<file path="config.mk">
export PLATFORM = sky130hd
export DESIGN_NAME = rau_back
export DESIGN_NICKNAME = d
export VERILOG_FILES = /design/src/design/rau_pkg.sv /design/src/design/rau_back.sv
export VERILOG_INCLUDE_DIRS = /design/src /design/src/design
export SDC_FILE = /design/constraint.sdc
export NUM_CORES = 2
export LEC_CHECK = 0
export ABC_AREA = 1
export BUFFER_PORTS_ARGS = -buffer_cell sky130_fd_sc_hd__buf_4
export CORE_ASPECT_RATIO = 0.8
export CORE_MARGIN = 2
export CORE_UTILIZATION = 27
export CTS_CLUSTER_DIAMETER = 100
export DETAILED_ROUTE_END_ITERATION = 6
export SLEW_MARGIN = 20
export SYNTH_ARGS = -nofsm -noshare
export SYNTH_HDL_FRONTEND = slang
export SYNTH_SLANG_ARGS = --single-unit
</file>
<file path="constraint.sdc">
create_clock -name i_clk -period 17.2 [get_ports i_clk]
set_input_delay 4.3 -clock i_clk [delete_from_list [all_inputs] [get_ports i_clk]]
set_output_delay 4.3 -clock i_clk [all_outputs]
set_load 0.005 [all_outputs]
</file>
<file path="src/design/assert_macros.svh">
// ----------------------------------------------------------------------------
// Assertion macros
// Property checks that compile away in synthesis builds.
// ----------------------------------------------------------------------------
`ifndef ASSERT_MACROS_SVH
`define ASSERT_MACROS_SVH
`ifndef SYNTH
`define ASSERT_IMPL(label, clk, rst_n, prop, msg) \
    label: assert property (@(posedge clk) disable iff (!rst_n) prop) else $error(msg);
`define ASSERT_NEVER(label, clk, rst_n, expr, msg) \
    label: assert property (@(posedge clk) disable iff (!rst_n) !(expr)) else $error(msg);
`else
`define ASSERT_IMPL(label, clk, rst_n, prop, msg)
`define ASSERT_NEVER(label, clk, rst_n, expr, msg)
`endif
`endif

</file>
<file path="src/design/rau_pkg.sv">
// ----------------------------------------------------------------------------
// Rational arithmetic unit package
// Shared types, operation codes and status codes.
// ----------------------------------------------------------------------------
package rau_pkg;
    localparam int OPERAND_WIDTH_DEF = 32;
    localparam int MAG_W = 64;
    localparam int DEN_W = 62;

    localparam logic [2:0] OP_ADD = 3'd0;
    localparam logic [2:0] OP_SUB = 3'd1;
    localparam logic [2:0] OP_MUL = 3'd2;
    localparam logic [2:0] OP_DIV = 3'd3;

    localparam logic [1:0] ST_OK       = 2'd0;
    localparam logic [1:0] ST_ZERO_DEN = 2'd1;
    localparam logic [1:0] ST_DIV_ZERO = 2'd2;

    typedef struct packed {
        logic [2:0]         opcode;
        logic signed [31:0] a_num;
        logic signed [31:0] a_den;
        logic signed [31:0] b_num;
        logic signed [31:0] b_den;
    } t_in_item;

    typedef struct packed {
        logic signed [63:0] res_num;
        logic [61:0]        res_den;
        logic               less_than;
        logic [1:0]         status;
    } t_out_item;

    // classified work handed from front to back
    typedef struct packed {
        logic              neg;
        logic [MAG_W-1:0]  nmag;
        logic [MAG_W-1:0]  dmag;
        logic              lt;
        logic [1:0]        status;
    } t_job;
endpackage

</file>
<file path="src/design/rau_back.sv">
// ----------------------------------------------------------------------------
// Rational arithmetic back end
// Reduces a fraction by its gcd: binary gcd, then two shared restoring divides.
// ----------------------------------------------------------------------------
`include "assert_macros.svh"
module rau_back (
    input  logic               i_clk,
    input  logic               i_rst_n,
    input  logic               i_job_valid,
    input  rau_pkg::t_job      i_job,
    output logic               o_job_ready,
    output logic               o_done,
    output rau_pkg::t_out_item o_result
);
    import rau_pkg::*;

    localparam logic [2:0] S_IDLE = 3'd0;
    localparam logic [2:0] S_GCD  = 3'd1;
    localparam logic [2:0] S_FIX  = 3'd2;
    localparam logic [2:0] S_DIVN = 3'd3;
    localparam logic [2:0] S_DIVD = 3'd4;
    localparam logic [2:0] S_EMIT = 3'd5;
    localparam int CW = $clog2(MAG_W);

    logic [2:0]       r_state;
    t_job             r_job;
    logic [MAG_W-1:0] r_u, r_v, r_g;
    logic [6:0]       r_k;
    logic [CW-1:0]    r_bit;
    logic [MAG_W-1:0] r_rem, r_quo, r_qn;
    logic             r_done;
    t_out_item        r_res;

    logic [MAG_W:0]   w_trial;
    logic [MAG_W-1:0] w_src;
    assign w_src   = (r_state == S_DIVN) ? r_job.nmag : r_job.dmag;
    assign w_trial = {r_rem, w_src[r_bit]} - {1'b0, r_g};

    always_ff @(posedge i_clk) begin
        if (!i_rst_n) begin
            r_state <= S_IDLE;
            r_done  <= 1'b0;
        end else begin
            r_done <= 1'b0;
            unique case (r_state)
                S_IDLE: if (i_job_valid) begin
                    r_job <= i_job;
                    r_u   <= i_job.nmag;
                    r_v   <= i_job.dmag;
                    r_k   <= '0;
                    r_state <= (i_job.nmag == '0 || i_job.dmag == '0) ? S_EMIT : S_GCD;
                end
                S_GCD: begin
                    priority if (r_u == r_v) begin
                        r_g   <= r_u << r_k;
                        r_state <= S_FIX;
                    end else if (!r_u[0] && !r_v[0]) begin
                        r_u <= r_u >> 1;
                        r_v <= r_v >> 1;
                        r_k <= r_k + 7'd1;
                    end else if (!r_u[0]) begin
                        r_u <= r_u >> 1;
                    end else if (!r_v[0]) begin
                        r_v <= r_v >> 1;
                    end else if (r_u > r_v) begin
                        r_u <= (r_u - r_v) >> 1;
                    end else begin
                        r_v <= (r_v - r_u) >> 1;
                    end
                end
                S_FIX: begin
                    r_bit <= CW'(MAG_W - 1);
                    r_rem <= '0;
                    r_state <= S_DIVN;
                end
                S_DIVN, S_DIVD: begin
                    if (!w_trial[MAG_W]) begin
                        r_rem <= w_trial[MAG_W-1:0];
                        r_quo <= {r_quo[MAG_W-2:0], 1'b1};
                    end else begin
                        r_rem <= {r_rem[MAG_W-2:0], w_src[r_bit]};
                        r_quo <= {r_quo[MAG_W-2:0], 1'b0};
                    end
                    r_bit <= r_bit - 1'b1;
                    if (r_bit == '0) begin
                        r_rem <= '0;
                        if (r_state == S_DIVN) begin
                            r_qn <= w_trial[MAG_W] ? {r_quo[MAG_W-2:0], 1'b0}
                                                   : {r_quo[MAG_W-2:0], 1'b1};
                            r_state <= S_DIVD;
                        end else begin
                            r_v <= w_trial[MAG_W] ? {r_quo[MAG_W-2:0], 1'b0}
                                                  : {r_quo[MAG_W-2:0], 1'b1};
                            r_u <= r_qn;
                            r_state <= S_EMIT;
                        end
                    end
                end
                S_EMIT: begin
                    if (r_job.nmag == '0 || r_job.dmag == '0) begin
                        r_res.res_num <= '0;
                        r_res.res_den <= DEN_W'(1);
                    end else begin
                        r_res.res_num <= r_job.neg ? (64'd0 - r_u) : r_u;
                        r_res.res_den <= r_v[DEN_W-1:0];
                    end
                    r_res.less_than <= r_job.lt;
                    r_res.status    <= r_job.status;
                    r_done  <= 1'b1;
                    r_state <= S_IDLE;
                end
                default: r_state <= S_IDLE;
            endcase
        end
    end

    assign o_job_ready = r_state == S_IDLE;
    assign o_done      = r_done;
    assign o_result    = r_res;

    `ASSERT_IMPL(a_done_after_emit, i_clk, i_rst_n, o_done |-> ($past(r_state) == S_EMIT), "stray result")
    `ASSERT_NEVER(a_gcd_zero, i_clk, i_rst_n, (r_state == S_GCD) && (r_u == '0 || r_v == '0), "zero gcd operand")
    `ASSERT_IMPL(a_divd_follow, i_clk, i_rst_n, (r_state == S_DIVN && r_bit == '0) |=> (r_state == S_DIVD), "divide order")
endmodule

</file>
---- After elaboration in Yosys (flattened, before gate mapping) ----
Index checks and enable logic that the tools add are counted.
storage, ports and cells
  logic and storage cells ................. 111
  input port bits ......................... 135
  register bits ........................... 661
  output and inout bits ................... 131
operators by class
  shifts and indexed selects .............. 1
  reductions and logical operators ........ 27
  multiplexer cells ....................... 38
  order comparisons ....................... 2
  eq/ne operators ......................... 16
  add/sub/neg operators ................... 6
operators by type and width
  operator                                              count
  2-to-1 mux 64 bit                                     20
  one-hot mux 64 bit (3 select lines)                   2
  zero test 64 bit                                      4
  one-hot mux 64 bit (2 select lines)                   1
  subtractor 64 bit                                     2
  subtractor 65 x 64 -> 65 bit                          1
  equality test 64 bit                                  1
  > comparator 64 bit                                   1
  << shifter 64 x 7 -> 64 bit                           1
  subtractor 1 x 64 -> 64 bit (first input constant)    1
  2-to-1 mux 7 bit                                      3
  AND reduction 8 bit                                   2
  one-hot mux 7 bit (2 select lines)                    1
  2-to-1 mux 3 bit                                      4
  != test 2 bit (second input constant)                 6
  != test 4 bit (second input constant)                 3
  one-hot mux 3 bit (4 select lines)                    1
  one-hot mux 6 bit (2 select lines)                    1
  AND reduction 3 bit                                   3
  adder 7 x 1 -> 7 bit (second input constant)          1
  < comparator 6 x 7 -> 1 bit (second input constant)   1
  AND reduction 7 bit                                   1
  binary-select mux 1 bit (select 6 bit)                1
  equality test 3 x 2 -> 1 bit (second input constant)  2
  17 further kinds                                      26

---- Longest topological paths before layout ----
  depth in word-level cells ............... 9
  mapped depth ............................ 33
  mapped depth without buffers ............ 32

---- Least setup slack after synthesis ----
Ideal clock, no wire load.
  path kind ............................... input to register
  start point ............................. input i_rst_n
  end point ............................... register r_res (netlist bit o_result[0]), enable pin
  stages .................................. 2
  data required time ...................... 16.266 ns
  library setup time ...................... 0.934 ns
  slack ................................... -0.263 ns
  arrival time ............................ 16.530 ns
  path through ............................ inv_1 > nor4_1
on the way
  longest elaborated chain between the ends .. 1
ends and longest elaborated chain
  item                                  RTL line        source
  start: declaration                    rau_back.sv:8   input logic i_rst_n,
  AND reduction 2 bit (no source line)  --
  end: declaration                      rau_back.sv:32  t_out_item r_res;
No other way between the ends.
A chain may end at the register's enable or synchronous reset.

---- Worst setup path after layout ----
  start point ............................. register r_state[2]
  end point ............................... register r_rem[0], data pin
on the way
  longest elaborated chain between the ends .. 8
  elaborated cells between the ends (all ways) .. 11
ends and longest elaborated chain
  item                                     RTL line                        source
  start: declaration                       rau_back.sv:25                  logic [2:0] r_state;
  start signal: assignment                 rau_back.sv:51                  r_state <= (i_job.nmag == '0 || i_job.dmag == '0) ? S_EMIT : S_GCD;
  equality test 3 x 2 -> 1 bit             rau_back.sv:36, rau_back.sv:45
  2-to-1 mux 64 bit                        rau_back.sv:36                  assign w_src = (r_state == S_DIVN) ? r_job.nmag : r_job.dmag;
  binary-select mux 1 bit (select 6 bit)   rau_back.sv:37, rau_back.sv:81
  2-to-1 mux 1 bit (implied by the code)   rau_back.sv:37, rau_back.sv:81
  subtractor 65 x 64 -> 65 bit             rau_back.sv:37                  assign w_trial = {r_rem, w_src[r_bit]} - {1'b0, r_g};
  2-to-1 mux 64 bit                        rau_back.sv:77                  if (!w_trial[MAG_W]) begin
  2-to-1 mux 64 bit                        rau_back.sv:85                  if (r_bit == '0) begin
  one-hot mux 64 bit (2 select lines) (*)  rau_back.sv:45                  unique case (r_state)
  end signal: assignment                   rau_back.sv:78                  r_rem <= w_trial[MAG_W-1:0];
  end signal: assignment                   rau_back.sv:81                  r_rem <= {r_rem[MAG_W-2:0], w_src[r_bit]};
  end: declaration                         rau_back.sv:30                  logic [MAG_W-1:0] r_rem, r_quo, r_qn;
Every way passes the cells marked *; elsewhere a longest branch is shown, timed or not. The select of a mux whose other input is x is not followed.

==> results.toml <==
[timing]
whs_ps = 450
timing.fmax_mhz = 152
finalHoldViolations = 0
max-slew-margin-rel_pct = 18.5
period_needed_ps = 6580
setup_viol = 0
rsz0062_at_grt = "false"
tightest_slew_ps = 1220
slew_viol_final = 0
fin_crit_sh_pct = 38.3
timing.setup.tns_ps = 0
clock_skew_ps = 79.0

[global_route]
grt_start_max_net_pins = 110
grtUsageTotal_pct = 24.6
grt_antenna_before_repair = 16
grt_remaining_overflow = 0
grt_pass1_vias = 44400
grt_first_pass_wirelength_um = 327000

[routing]
ant_nets = 0
wl_per_cell_um = 24.9
drc = 2
viasPerCell = 5.20
via_count = 48800
drt_wl_total_um = 234000
first_iter_violations = 6777
first_pass_iters = 7

[floorplanning]
num_rows = 139
die_y_um = 383
start_util_pct = 27.1
io_pins = 266
core_area_um2 = 179000
die_x_um = 478
fp.dieArea_um2 = 183000

[logic_synthesis]
async_flop_share_pct = 0
syn-cell-area_um2 = 48500
syn_inst = 6743
yosys-top-cells-area = "edfxtp_1 (41%), nand2_1 (18%), inv_1 (6.9%), nor2_1 (5.2%), ha_1 (5.1%)"
ys_ff_latch = 661
synthTopCellsByCount = "nand2_1 (2,348), inv_1 (892), nor2_1 (677)"
avgSynthCellArea_um2 = 7.20
ys_warn_count = 0
synth.top_cell.area_share_pct = 40.6
synth_top_cell_by_area = "edfxtp_1"
synth.most_common_cell = "nand2_1"
ys.flop_type = "edfxtp_1"
seq_area_frac_synth_pct = 40.8
syn_nets = 7078
synth.distinct_cells = 53
synth_edf_count = 657

[clock_network]
cts.sink_count = 661
cts.path.max_buffers = 3
cts_setup_buffers = 0
cts_tree = "done"
clkLatencyLatePin_ps = 740
path_clk_slew_ps = 70
cts_hold_buf = 0
cts-resized-gates = 0
numCtsBuffers = 77
htree_num_levels = 3
root_buffer = "clkbuf_16"

[setup_path]
cp_num_buf_inv = 6
regToRegEndpoint = "r_rem[0]"
cp.arrival_ps = 7070
crit_family = "simple AND/OR/NAND/NOR gates"
critPathCaptureType = "register"
cp_slowest_cell = "buf_4"
regToRegStartpoint = "r_state[2]"
crit_required_ps = 17690
reg2regPathDepth = 34
criticalPathCategory = "register to register"
regToRegSetupSlack_ps = 10620
crit_fanout = 81
critPathLaunchType = "register"
cpPeakStageDelay_ps = 610
path_common_cell = "nand2_1"

[min_path]
min_to = "o_result[1]"
min_path_type = "register to register"
holdPathStages = 0
holdCritStartpoint = "r_job[1]"

[power]
ir_worst_vdd_mv = 0.104
power.density_nw_per_um2 = 212
power_leakage_nw = 24.9

[placed_design]
hpwl_um = 190000
gp_congestion = 1.01
port_buffers = 265

[finish]
nNetsFinal = 7268
syn2layout_area_growth_pct = 15.0
drive_gt1_share_pct = 7.96

[run_status]
status = "finished with violations"
failed_checks = "DRC"

[run]
cap_violations = 0
-- where the power goes --
| group | internal [mW] | switching (mW) | total [mW] |
|---|---|---|---|
| Sequential | 2.28 | 0.437 | 2.72 |
| Clock | 0.989 | 0.788 | 1.78 |
| Combinational | 1.88 | 5.46 | 7.34 |
-- state kept, by name (all words and copies together), names as in the netlist --
name and count:
r_job 132, o_result 129, r_g 64, r_qn 64, r_rem 64, r_u 64
r_v 64, r_quo 63, r_k 7, r_bit 6, r_state 3, o_done 1
-- how the worst max path moves through the flow --
stage                     cells after the start           to  slack, ps        from
final                                        34     r_rem[0]      10620  r_state[2]
after detailed placement                      5   r_job[103]      10220     i_rst_n
after CTS                                    30    r_rem[54]      10720    r_bit[0]
after global routing                         34     r_rem[0]      10060  r_state[2]
after global placement                        5    r_job[99]      10270     i_rst_n
after floorplan                               2  o_result[0]       5220     i_rst_n
-- routing by layer --
layer  routed length [µm]  share of wire (%)  vias up  global-route usage (%)
met2                98400                 42     2607                    36.7
li1                     -                  -    22500                       -
met1               103000                 44    23400                    34.7
met5                   68              0.029        -                       0
met4                 8380                3.6        8                    7.96
met3                24200                 10      372                    6.07
-- placed cells by master, fill, tap and decap left out, types with 13 or more instances in the layout --
cell,Yosys,routed
xnor2_1,22,22
o22ai_2,29,29
o211ai_1,16,16
and2_1,13,13
nand3_1,298,297
a31oi_1,14,14
a22oi_1,124,124
o21ai_1,16,16
edfxtp_1,657,657
clkbuf_16,0,79
nand4_1,88,88
a21oi_1,285,284
nor2_1,677,669
inv_2,13,16
mux2i_1,39,39
inv_1,892,889
o21ai_0,413,413
o21bai_1,29,29
nor2_4,6,13
xor2_1,97,97
nor4_1,82,80
nand3b_1,19,19
buf_4,8,328
nand2_2,12,13
ha_1,197,197
nor3_1,56,55
clkinv_1,9,16
nand2_1,2348,2346
-- through the flow --
stage	setup slack, ps	area [µm²]	utilization (%)	total power [mW]	cells
3_5_place_dp	10220	53100	29.7	9.79	9249
6_report	10620	55800	31.2	11.8	9398
3_3_place_gp	10270	53100	29.7	9.79	9247
5_1_grt	10060	55800	31.2	12.4	9393
2_1_floorplan	5220	48600	-	6.87	6743
4_1_cts	10720	55800	31.2	11.6	9391
-- cell type report --
cell class                 count  area, µm²
fill                       19500     123000
multi-input combinational   4950      24400
timing repair buffer         328       2460
antenna                        5       12.5
inverter                     915       3440
clock inverter                51        644
tap                         2397       3000
clock buffer                  91       2030
sequential                   661      19800
-- kinds of logic after synthesis --
family | Yosys count | synth area share, %
buffers and inverters | 1132 | 9.12
AO/OA/AOI/OAI | 965 | 11.5
flip-flops | 661 | 40.8
AND/OR/NAND/NOR | 3627 | 30.4
XOR/XNOR | 119 | 2.15
adder cells (fa/ha/maj) | 200 | 5.20
multiplexers | 39 | 0.804
Power figures use the tool's default switching activity.
