File: src/design/assert_macros.svh
// ----------------------------------------------------------------------------
// Assertion macros
// Property checks that compile away in synthesis builds.
// ----------------------------------------------------------------------------
`ifndef ASSERT_MACROS_SVH
`define ASSERT_MACROS_SVH
`ifndef SYNTH
`define ASSERT_IMPL(label, clk, rst_n, prop, msg) \
    label: assert property (@(posedge clk) disable iff (!rst_n) prop) else $error(msg);
`define ASSERT_NEVER(label, clk, rst_n, expr, msg) \
    label: assert property (@(posedge clk) disable iff (!rst_n) !(expr)) else $error(msg);
`else
`define ASSERT_IMPL(label, clk, rst_n, prop, msg)
`define ASSERT_NEVER(label, clk, rst_n, expr, msg)
`endif
`endif

File: src/design/rau_pkg.sv
// ----------------------------------------------------------------------------
// Rational arithmetic unit package
// Shared types, operation codes and status codes.
// ----------------------------------------------------------------------------
package rau_pkg;
    localparam int OPERAND_WIDTH_DEF = 32;
    localparam int MAG_W = 64;
    localparam int DEN_W = 62;

    localparam logic [2:0] OP_ADD = 3'd0;
    localparam logic [2:0] OP_SUB = 3'd1;
    localparam logic [2:0] OP_MUL = 3'd2;
    localparam logic [2:0] OP_DIV = 3'd3;

    localparam logic [1:0] ST_OK       = 2'd0;
    localparam logic [1:0] ST_ZERO_DEN = 2'd1;
    localparam logic [1:0] ST_DIV_ZERO = 2'd2;

    typedef struct packed {
        logic [2:0]         opcode;
        logic signed [31:0] a_num;
        logic signed [31:0] a_den;
        logic signed [31:0] b_num;
        logic signed [31:0] b_den;
    } t_in_item;

    typedef struct packed {
        logic signed [63:0] res_num;
        logic [61:0]        res_den;
        logic               less_than;
        logic [1:0]         status;
    } t_out_item;

    // classified work handed from front to back
    typedef struct packed {
        logic              neg;
        logic [MAG_W-1:0]  nmag;
        logic [MAG_W-1:0]  dmag;
        logic              lt;
        logic [1:0]        status;
    } t_job;
endpackage

File: src/design/rau_queue.sv
// ----------------------------------------------------------------------------
// Rational arithmetic job queue
// Two-entry queue between front and back ends.
// ----------------------------------------------------------------------------
`include "assert_macros.svh"
module rau_queue (
    input  logic          i_clk,
    input  logic          i_rst_n,
    input  logic          i_wr_valid,
    input  rau_pkg::t_job i_wr_job,
    output logic          o_wr_ready,
    output logic          o_rd_valid,
    output rau_pkg::t_job o_rd_job,
    input  logic          i_rd_ready
);
    import rau_pkg::*;

    t_job       r_mem [2];
    logic       r_wp, r_rp;
    logic [1:0] r_cnt;
    logic       w_wr, w_rd;

    assign o_wr_ready = r_cnt != 2'd2;
    assign o_rd_valid = r_cnt != 2'd0;
    assign w_wr = i_wr_valid && o_wr_ready;
    assign w_rd = o_rd_valid && i_rd_ready;
    assign o_rd_job = r_mem[r_rp];

    always_ff @(posedge i_clk) begin
        if (w_wr) r_mem[r_wp] <= i_wr_job;
    end

    always_ff @(posedge i_clk) begin
        if (!i_rst_n) begin
            r_wp  <= 1'b0;
            r_rp  <= 1'b0;
            r_cnt <= 2'd0;
        end else begin
            if (w_wr) r_wp <= ~r_wp;
            if (w_rd) r_rp <= ~r_rp;
            r_cnt <= r_cnt + 2'(w_wr) - 2'(w_rd);
        end
    end

    `ASSERT_NEVER(a_cnt_range, i_clk, i_rst_n, r_cnt == 2'd3, "queue count overflow")
    `ASSERT_IMPL(a_ptr_match, i_clk, i_rst_n, (r_cnt == 2'd0) |-> (r_wp == r_rp), "empty pointers differ")
    `ASSERT_IMPL(a_full_ptr, i_clk, i_rst_n, (r_cnt == 2'd2) |-> (r_wp == r_rp), "full pointers differ")
endmodule

File: config.mk
export PLATFORM = sky130hd
export DESIGN_NAME = rau_queue
export DESIGN_NICKNAME = d
export VERILOG_FILES = /design/src/design/rau_pkg.sv /design/src/design/rau_queue.sv
export VERILOG_INCLUDE_DIRS = /design/src /design/src/design
export SDC_FILE = /design/constraint.sdc
export NUM_CORES = 1
export LEC_CHECK = 0
export BUFFER_PORTS_ARGS = -buffer_cell sky130_fd_sc_hd__buf_2
export CORE_MARGIN = 2
export CORE_UTILIZATION = 45
export CTS_CLUSTER_SIZE = 8
export DETAILED_ROUTE_END_ITERATION = 6
export MAX_ROUTING_LAYER = met4
export PLACE_DENSITY = 0.7
export SYNTH_ARGS = -nofsm -noshare
export SYNTH_HDL_FRONTEND = slang
export SYNTH_SLANG_ARGS = --single-unit
File: constraint.sdc
create_clock -name i_clk -period 16.5 [get_ports i_clk]
set_input_delay 0.825 -clock i_clk [delete_from_list [all_inputs] [get_ports i_clk]]
set_output_delay 0.825 -clock i_clk [all_outputs]
set_load 0.05 [all_outputs]
After elaboration in Yosys (flattened, before gate mapping)
Memories as Yosys holds them, arrays and structs flattened. A register that Yosys moved wholly into a read port is not among the register bits.
Index checks and enable logic that the tools add are counted.
- RAM bits: 264
- word-level logic and storage cells: 16
- memories kept: 1
- register bits after elaboration: 4
- output and inout port bits: 134
- memories (name ; words ; width ; rd ports ; clocked after Yosys merged registers in ; wr ports ; line ; RTL):
    r_mem ; 2 ; 132 ; 1 ; 1 ; 1 ; rau_queue.sv:18 ; t_job r_mem [2];
- add/subtract/negate cells: 2
- equal/unequal tests: 1
- reductions and logical operators: 3
- bitwise operators: 2
- muxes and demuxes: 4
- operators with widths (kind ; number):
    two-way mux 1 bit ; 4
    adder 2 x 1 -> 2 bit ; 1
    logical AND 1 bit ; 2
    != test 2 bit, second input constant ; 1
    NOT 1 bit ; 2
    nonzero test 2 bit ; 1
    subtractor 2 x 1 -> 2 bit ; 1

Depth between registers and ports, before layout
Gate-level depths: netlist of run 1.
- depth in word-level cells: 4
- depth in mapped cells: 8

Worst setup path before layout of run 1
OpenSTA, ideal clock, no wires.
- path type: flip-flop to flip-flop
- start point: reg r_cnt[0]
- end point: mem r_mem[0][0] (netlist bit) (enable)
- data required time: 15.874 ns
- slack: 9.360 ns
- path buffers: 0
- stages on the path, launching flop included: 4
- data arrival time: 6.515 ns
- clock period less this slack: 7.140 ns
- cell sequence: dfxtp_1 -> nand2b_1 -> nand2_1 -> nor2_1
- cells in the longest elaborated chain, start to end: 4
- ends and longest elaborated chain (what ; line ; RTL):
    start, declared ; rau_queue.sv:20 ; logic [1:0] r_cnt;
    start signal, assigned ; rau_queue.sv:41 ; r_cnt <= r_cnt + 2'(w_wr) - 2'(w_rd);
    != test 2 bit ; rau_queue.sv:23 ; assign o_wr_ready = r_cnt != 2'd2;
    named net o_wr_ready ; rau_queue.sv:11 ; output logic o_wr_ready,
    logical AND 1 bit ; rau_queue.sv:25 ; assign w_wr = i_wr_valid && o_wr_ready;
    two-way mux 1 bit ; rau_queue.sv:30 ; if (w_wr) r_mem[r_wp] <= i_wr_job;
    two-way mux 1 bit (implied by the code) ; rau_queue.sv:30 ;
    end, declared ; rau_queue.sv:18 ;
The timed path passes the listed nets, and every way through them passes these cells.

==> results of run 1 <==
-- cells in the final DEF, fill, tap and decap left out, types with 2 or more instances in the layout --
master	netlist	layout
and2_1	2	2
buf_2	5	269
buf_4	0	5
clkbuf_1	0	7
clkbuf_16	0	41
dfxtp_1	5	4
edfxtp_1	264	264
ha_1	2	2
mux2_2	52	52
mux2_4	80	80
nand2_1	2	2
nand2b_1	2	2
nor2b_1	2	2
xnor2_1	3	3
-- state kept, by name (all words and copies together), names as in the netlist, named ones only --
name,flops
r_cnt,2
r_mem,264
r_rp,1
r_wp,1
-- cells in the mapped netlist, drive strengths merged --
cell	n
mux2i	1
mux2	132
inv	1
buf	15
o21a	1
nand2b	2
ha	2
or2	1
nor2	1
dfxtp	5
xnor2	3
and2	2
and3	1
edfxtp	264
nor2b	2
nand2	2
-- power breakdown --
| part | switching, W | internal (W) | total (W) |
|---|---|---|---|
| clock network | 0.000247 | 0.000438 | 0.000685 |
| registers | 0.0000330 | 0.000862 | 0.000895 |
| logic | 0.000530 | 0.000228 | 0.000758 |
| total | 0.000810 | 0.00153 | 0.00234 |
-- metal layers --
metal / up-vias / share of wire, % / routed length, um
met5: - / 0 / 0
met4: 0 / 2.2 / 413
met3: 33 / 7.9 / 1470
met2: 210 / 49 / 9130
met1: 2442 / 41 / 7690
li1: 2319 / - / -
-- stage by stage --
stage                     hold slack (ps)  util [%]
after floorplan                       455         -
after global placement                512      53.4
after detailed placement              529      53.4
after CTS                             501      58.3
after global routing                  496      58.3
final                                 524      58.3
-- area by class of cell --
cell class	instances	area [sq um]	share of cell area (%)
well taps	280	350	2.75
flip-flops and latches	269	8030	62.9
inverters	1	3.75	0.0294
clock inverters	1	5.00	0.0392
clock buffers	48	1050	8.25
multi-input cells	150	1930	15.1
diodes	1	2.50	0.0196
repair buffers	274	1380	10.8
-- final timing paths --
path              depth (start not counted)      endpoint  slack (ps)
hold / removal                            1   r_mem[0][1]         520
setup reg to reg                          3  r_mem[1][51]       13820
setup / recovery                          3   o_rd_job[0]       13030
hold reg to reg                           2          r_wp         530
-- critical path, delay by kind of cell (launching register included) --
family,cells,cell delay (ps)
flops,1,650
mux,1,420
buf+inv,2,960
-- cells by family after synthesis --
kind of cell | share of synthesized area [%]
multiplexers | 17.8
XOR/XNOR | 0.260
adder cells (fa/ha/maj) | 0.248
flip-flops | 79.6
AO/OA/AOI/OAI | 0.0744
AND/OR/NAND/NOR | 0.608
buffers and inverters | 1.44
==> results.toml, run 1 <==
[floorplanning]
core.rowCount = 54
dieWidth_um = 154
start_util_pct = 46.1
die_h_um = 154
core-area_sq_um = 21900
io_pins = 270
dieArea_sq_um = 23600

[critical_path]
crit_slowest_cell = "buf_4"
worstPathCellList = "buf_4 > mux2_2 > buf_2"
crit_type = "flop to primary output"
timing.rr.start = "r_cnt[0]"
critical_path.max_stage_delay_ps = 750
critPathCaptureType = "primary output"
cp-start-kind = "flop"
cp_max_fo = 61
cp.arrival_ps = 2640
critPathRequiredTime_ps = 15670

[cts]
cts.sinks = 269
cts_buffer_depth = 3
insertion_delay_ps = 490
hold_buffers = 0
cts_inserted_buffers = 39
htree_num_levels = 2
clk_pin_slew_ps = 50
cts_tree = "built"
cts-root-buf = "clkbuf_16"
post-cts-setup-buffers = 0
cts-resized-gates = 0

[sta]
rsz0062_at_grt = "no"
tightest_slew_ps = 1180
slew-limit-headroom_pct = 21.5
final-hold-violation-count = 0
skew_ps = 8.77
fin_crit_sh_pct = 21.0
max_freq_mhz = 289
layout_min_cycle_time_ps = 3470
setup_viol = 0
fin_ws_ps = 13030
drv_slew = 0
setup_tns_ps = 0

[route]
detail_route.vias_per_cell = 4.89
antenna_left = 0
routedWlPerCell_um = 18.3
drtPass1Iterations = 4
drt_iter0_drc = 306
wirelength_mm = 18.7
post-route-drc-count = 0
route.vias.total = 5004

[synthesis]
netlist_instances = 435
ys_warn_count = 0
yosysTopAreaCell = "edfxtp_1"
yosysSeqAreaShare_pct = 79.6
syn_nets = 573
ys_ff_latch = 269
synth_area_sq_um = 10100
synth_area_leaders = "edfxtp_1 79%, mux2_4 12%, mux2_2 5.8%, buf_6 1.0%, dfxtp_1 0.99%"
ys_types = 19
synth.avg_cell_area_sq_um = 23.2
yosysTopAreaCellShare_pct = 78.6

[global_route]
use_met2_pct = 25.6
grt-busiest-layer = "met2"
grt_pass1_wl_mm = 28.4
grt_max_degree = 87
grt_pass1_vias = 5382
antenna_found_initial = 1
grtUsageTotal_pct = 15.8
overflow = 0
grtUsageMet3_pct = 4.85
grt.met1_usage_pct = 19.1

[final_layout]
nFillCells = 1642
nets = 873
drive_gt1_share_pct = 60.8
stdcell_area_sq_um = 12800
areaGrowthSynthToFinish_pct = 26.5
stdcell_count = 1024

[place]
hpwlAfterDp_mm = 12.3
placed_cells = 974
gp_congestion = 0.742
postPlaceCellArea_sq_um = 11700
portBuffers = 269
place_ws_ps = 13450

[hold_path]
hp-class = "primary input to flop"
min_from = "i_wr_job[1]"

[pwr]
powerDensity_nw_per_um2 = 183
total_power_w = 0.00234
peakVddDrop_uv = 102
p_leak_nw = 4.94

[status]
status = "finished, final reports clean"

[job]
maxCapViolCount = 0
(Power assumes the default switching activity.)
==> run 2: changes to the inputs <==
ABC_AREA = 1   (was not set)
clock period = 3.6 ns   (was 16.5 ns; I/O delays follow)
==> run 2 against run 1 <==
Net effect:
- non-clock buffer count is 136 higher
- first-iteration DRC count is 10% lower
- largest cell class unchanged
- critical path depth stayed put
- critical path type unchanged
==> results.toml, run 2 <==
[cts]
htree_num_levels = 2
cts-root-buf = "clkbuf_16"
cts_inserted_buffers = 39
cts-resized-gates = 0
cts.sinks = 269
cts_tree = "built"
hold_buffers = 135
insertion_delay_ps = 490
clk_pin_slew_ps = 50
cts_buffer_depth = 3
post-cts-setup-buffers = 0

[pwr]
peakVddDrop_uv = 652
powerDensity_nw_per_um2 = 768
p_leak_nw = 5.55

[floorplanning]
dieWidth_um = 154
dieArea_sq_um = 23600
io_pins = 270
core.rowCount = 54
start_util_pct = 46.1
core-area_sq_um = 21900
die_h_um = 154

[final_layout]
stdcell_count = 1170
final_cell_mix = "269 x buf_2, 264 x edfxtp_1, 135 x dlygate4sd3_1"
nets = 1021
stdcell_area_sq_um = 14200
largest_register = "r_mem"
drive_gt1_share_pct = 50.8
reg_top3 = "r_mem (264), r_cnt (2)"
final_common_cell = "buf_2"
areaGrowthSynthToFinish_pct = 40.6
largest_reg_flops = 264
n_antenna_cell = 0

[route]
post-route-drc-count = 0
drtPass1Iterations = 6
route.vias.total = 5745
antenna_left = 0
drt_iter0_drc = 275
detail_route.vias_per_cell = 4.91
routedWlPerCell_um = 18.0
wirelength_mm = 21.1

[synthesis]
yosysTopAreaCell = "edfxtp_1"
ys_warn_count = 0
ys_types = 13
ys_ff_latch = 269
synthArstFlopShare_pct = 0
netlist_instances = 447
synth_area_leaders = "edfxtp_1 79%, mux2_4 12%, mux2_2 5.8%, buf_6 1.0%, dfxtp_1 0.99%"
synth.avg_cell_area_sq_um = 22.6
syn_nets = 585
yosysMostFrequentCell = "edfxtp_1"
synth_edf_count = 264
synth_area_sq_um = 10100
yosysTopAreaCellShare_pct = 78.5
yosysSeqAreaShare_pct = 79.5
synth_common_cells = "264 x edfxtp_1, 80 x mux2_4, 52 x mux2_2"
ys.flop_type = "edfxtp_1"

[hold_path]
min_from = "i_wr_job[2]"
hp-class = "primary input to flop"

[critical_path]
worstPathCellList = "buf_12 > mux2_2 > buf_2"
timing.rr.start = "r_cnt[0]"
critPathRequiredTime_ps = 3420
crit_family = "flip-flops"
critical_path.max_stage_delay_ps = 800
crit_slowest_cell = "dfxtp_4"
cp_max_fo = 51
critPathCaptureType = "primary output"
cp-start-kind = "flop"
cp.arrival_ps = 2330
crit_type = "flop to primary output"
crit_buf_inv = 2

[global_route]
grt_max_degree = 79
grtUsageTotal_pct = 17.9
overflow = 0
grt_pass1_vias = 6270
antenna_found_initial = 0
grt_pass1_wl_mm = 32.4

[sta]
setup_tns_ps = 0
max_freq_mhz = 398
layout_min_cycle_time_ps = 2510
drv_slew = 0
final-hold-violation-count = 0
fin_crit_sh_pct = 69.8
skew_ps = 16.9
rsz0062_at_grt = "no"
slew-limit-headroom_pct = 52.1
setup_viol = 0
tightest_slew_ps = 719
whs_ps = 408
fin_ws_ps = 1090

[status]
status = "finished, final reports clean"

[place]
hpwlAfterDp_mm = 12.9
portBuffers = 269
placed_cells = 987
postPlaceCellArea_sq_um = 11800
place_ws_ps = 1560
gp_congestion = 0.775

[job]
maxCapViolCount = 0
## run 2: changes by cell type after synthesis, sizes merged, moves of 3 or more
cell / before / now
nand3: 0 / 3
nand2: 2 / 9
inv: 1 / 7
xnor2: 3 / 0
nor2: 1 / 8
## run 2: worst paths after layout
path | depth (start not counted) | slack, ps | end
hold / removal | 2 | 410 | r_mem[1][2]
hold reg to reg | 2 | 550 | flop
setup / recovery | 3 | 1090 | o_rd_job[22]
setup reg to reg | 5 | 1760 | r_mem[1][113]
## run 2: logic make-up (layout without fill, tap and decap cells)
family,count (synthesis),in the layout,synth area share [%]
mux,132,132,17.7
flops,269,269,79.5
buf+inv,22,465,1.66
simple gates,20,20,0.781
fa+ha+maj,2,2,0.248
compound gates,2,2,0.0991
## run 2: power by group
part	switching, W	total (W)	internal (W)
combinational	0.00246	0.00359	0.00114
sequential	0.000180	0.00415	0.00397
clock	0.00114	0.00315	0.00200
total	0.00378	0.0109	0.00711
## run 2: layout make-up
cell class	instances	area (sq um)
Inverter	7	30.0
Multi-Input combinational cell	156	1910
Clock buffer	47	1050
Clock inverter	1	5.00
Timing Repair Buffer	410	2820
Tap cell	280	350
Fill cell	1472	7700
Sequential cell	269	8030
## run 2: stage by stage
| stage | total power [W] | utilization, % |
|---|---|---|
| after CTS | 0.0110 | 64.8 |
| after floorplan | 0.00697 | - |
| after global routing | 0.0113 | 64.8 |
| after global placement | 0.00760 | 53.8 |
| final | 0.0109 | 64.8 |
| after detailed placement | 0.00768 | 53.8 |
## run 2: layer usage
| layer | wire, um | GRT usage, % | part of all wire (%) | vias up |
|---|---|---|---|---|
| li1 | - | - | - | 2620 |
| met1 | 8340 | 20.9 | 39 | 2818 |
| met2 | 10800 | 30.5 | 51 | 258 |
| met3 | 1420 | 4.43 | 6.7 | 49 |
| met4 | 552 | 6.33 | 2.6 | 0 |
| met5 | 0 | - | 0 | - |
## run 2: worst register-to-register path, stage by stage, from the launching register on
cell	delay [ps]
dfxtp_1	360
inv_1	80
nand2_1	120
nand3_1	160
clkinvlp_4	330
buf_12	370
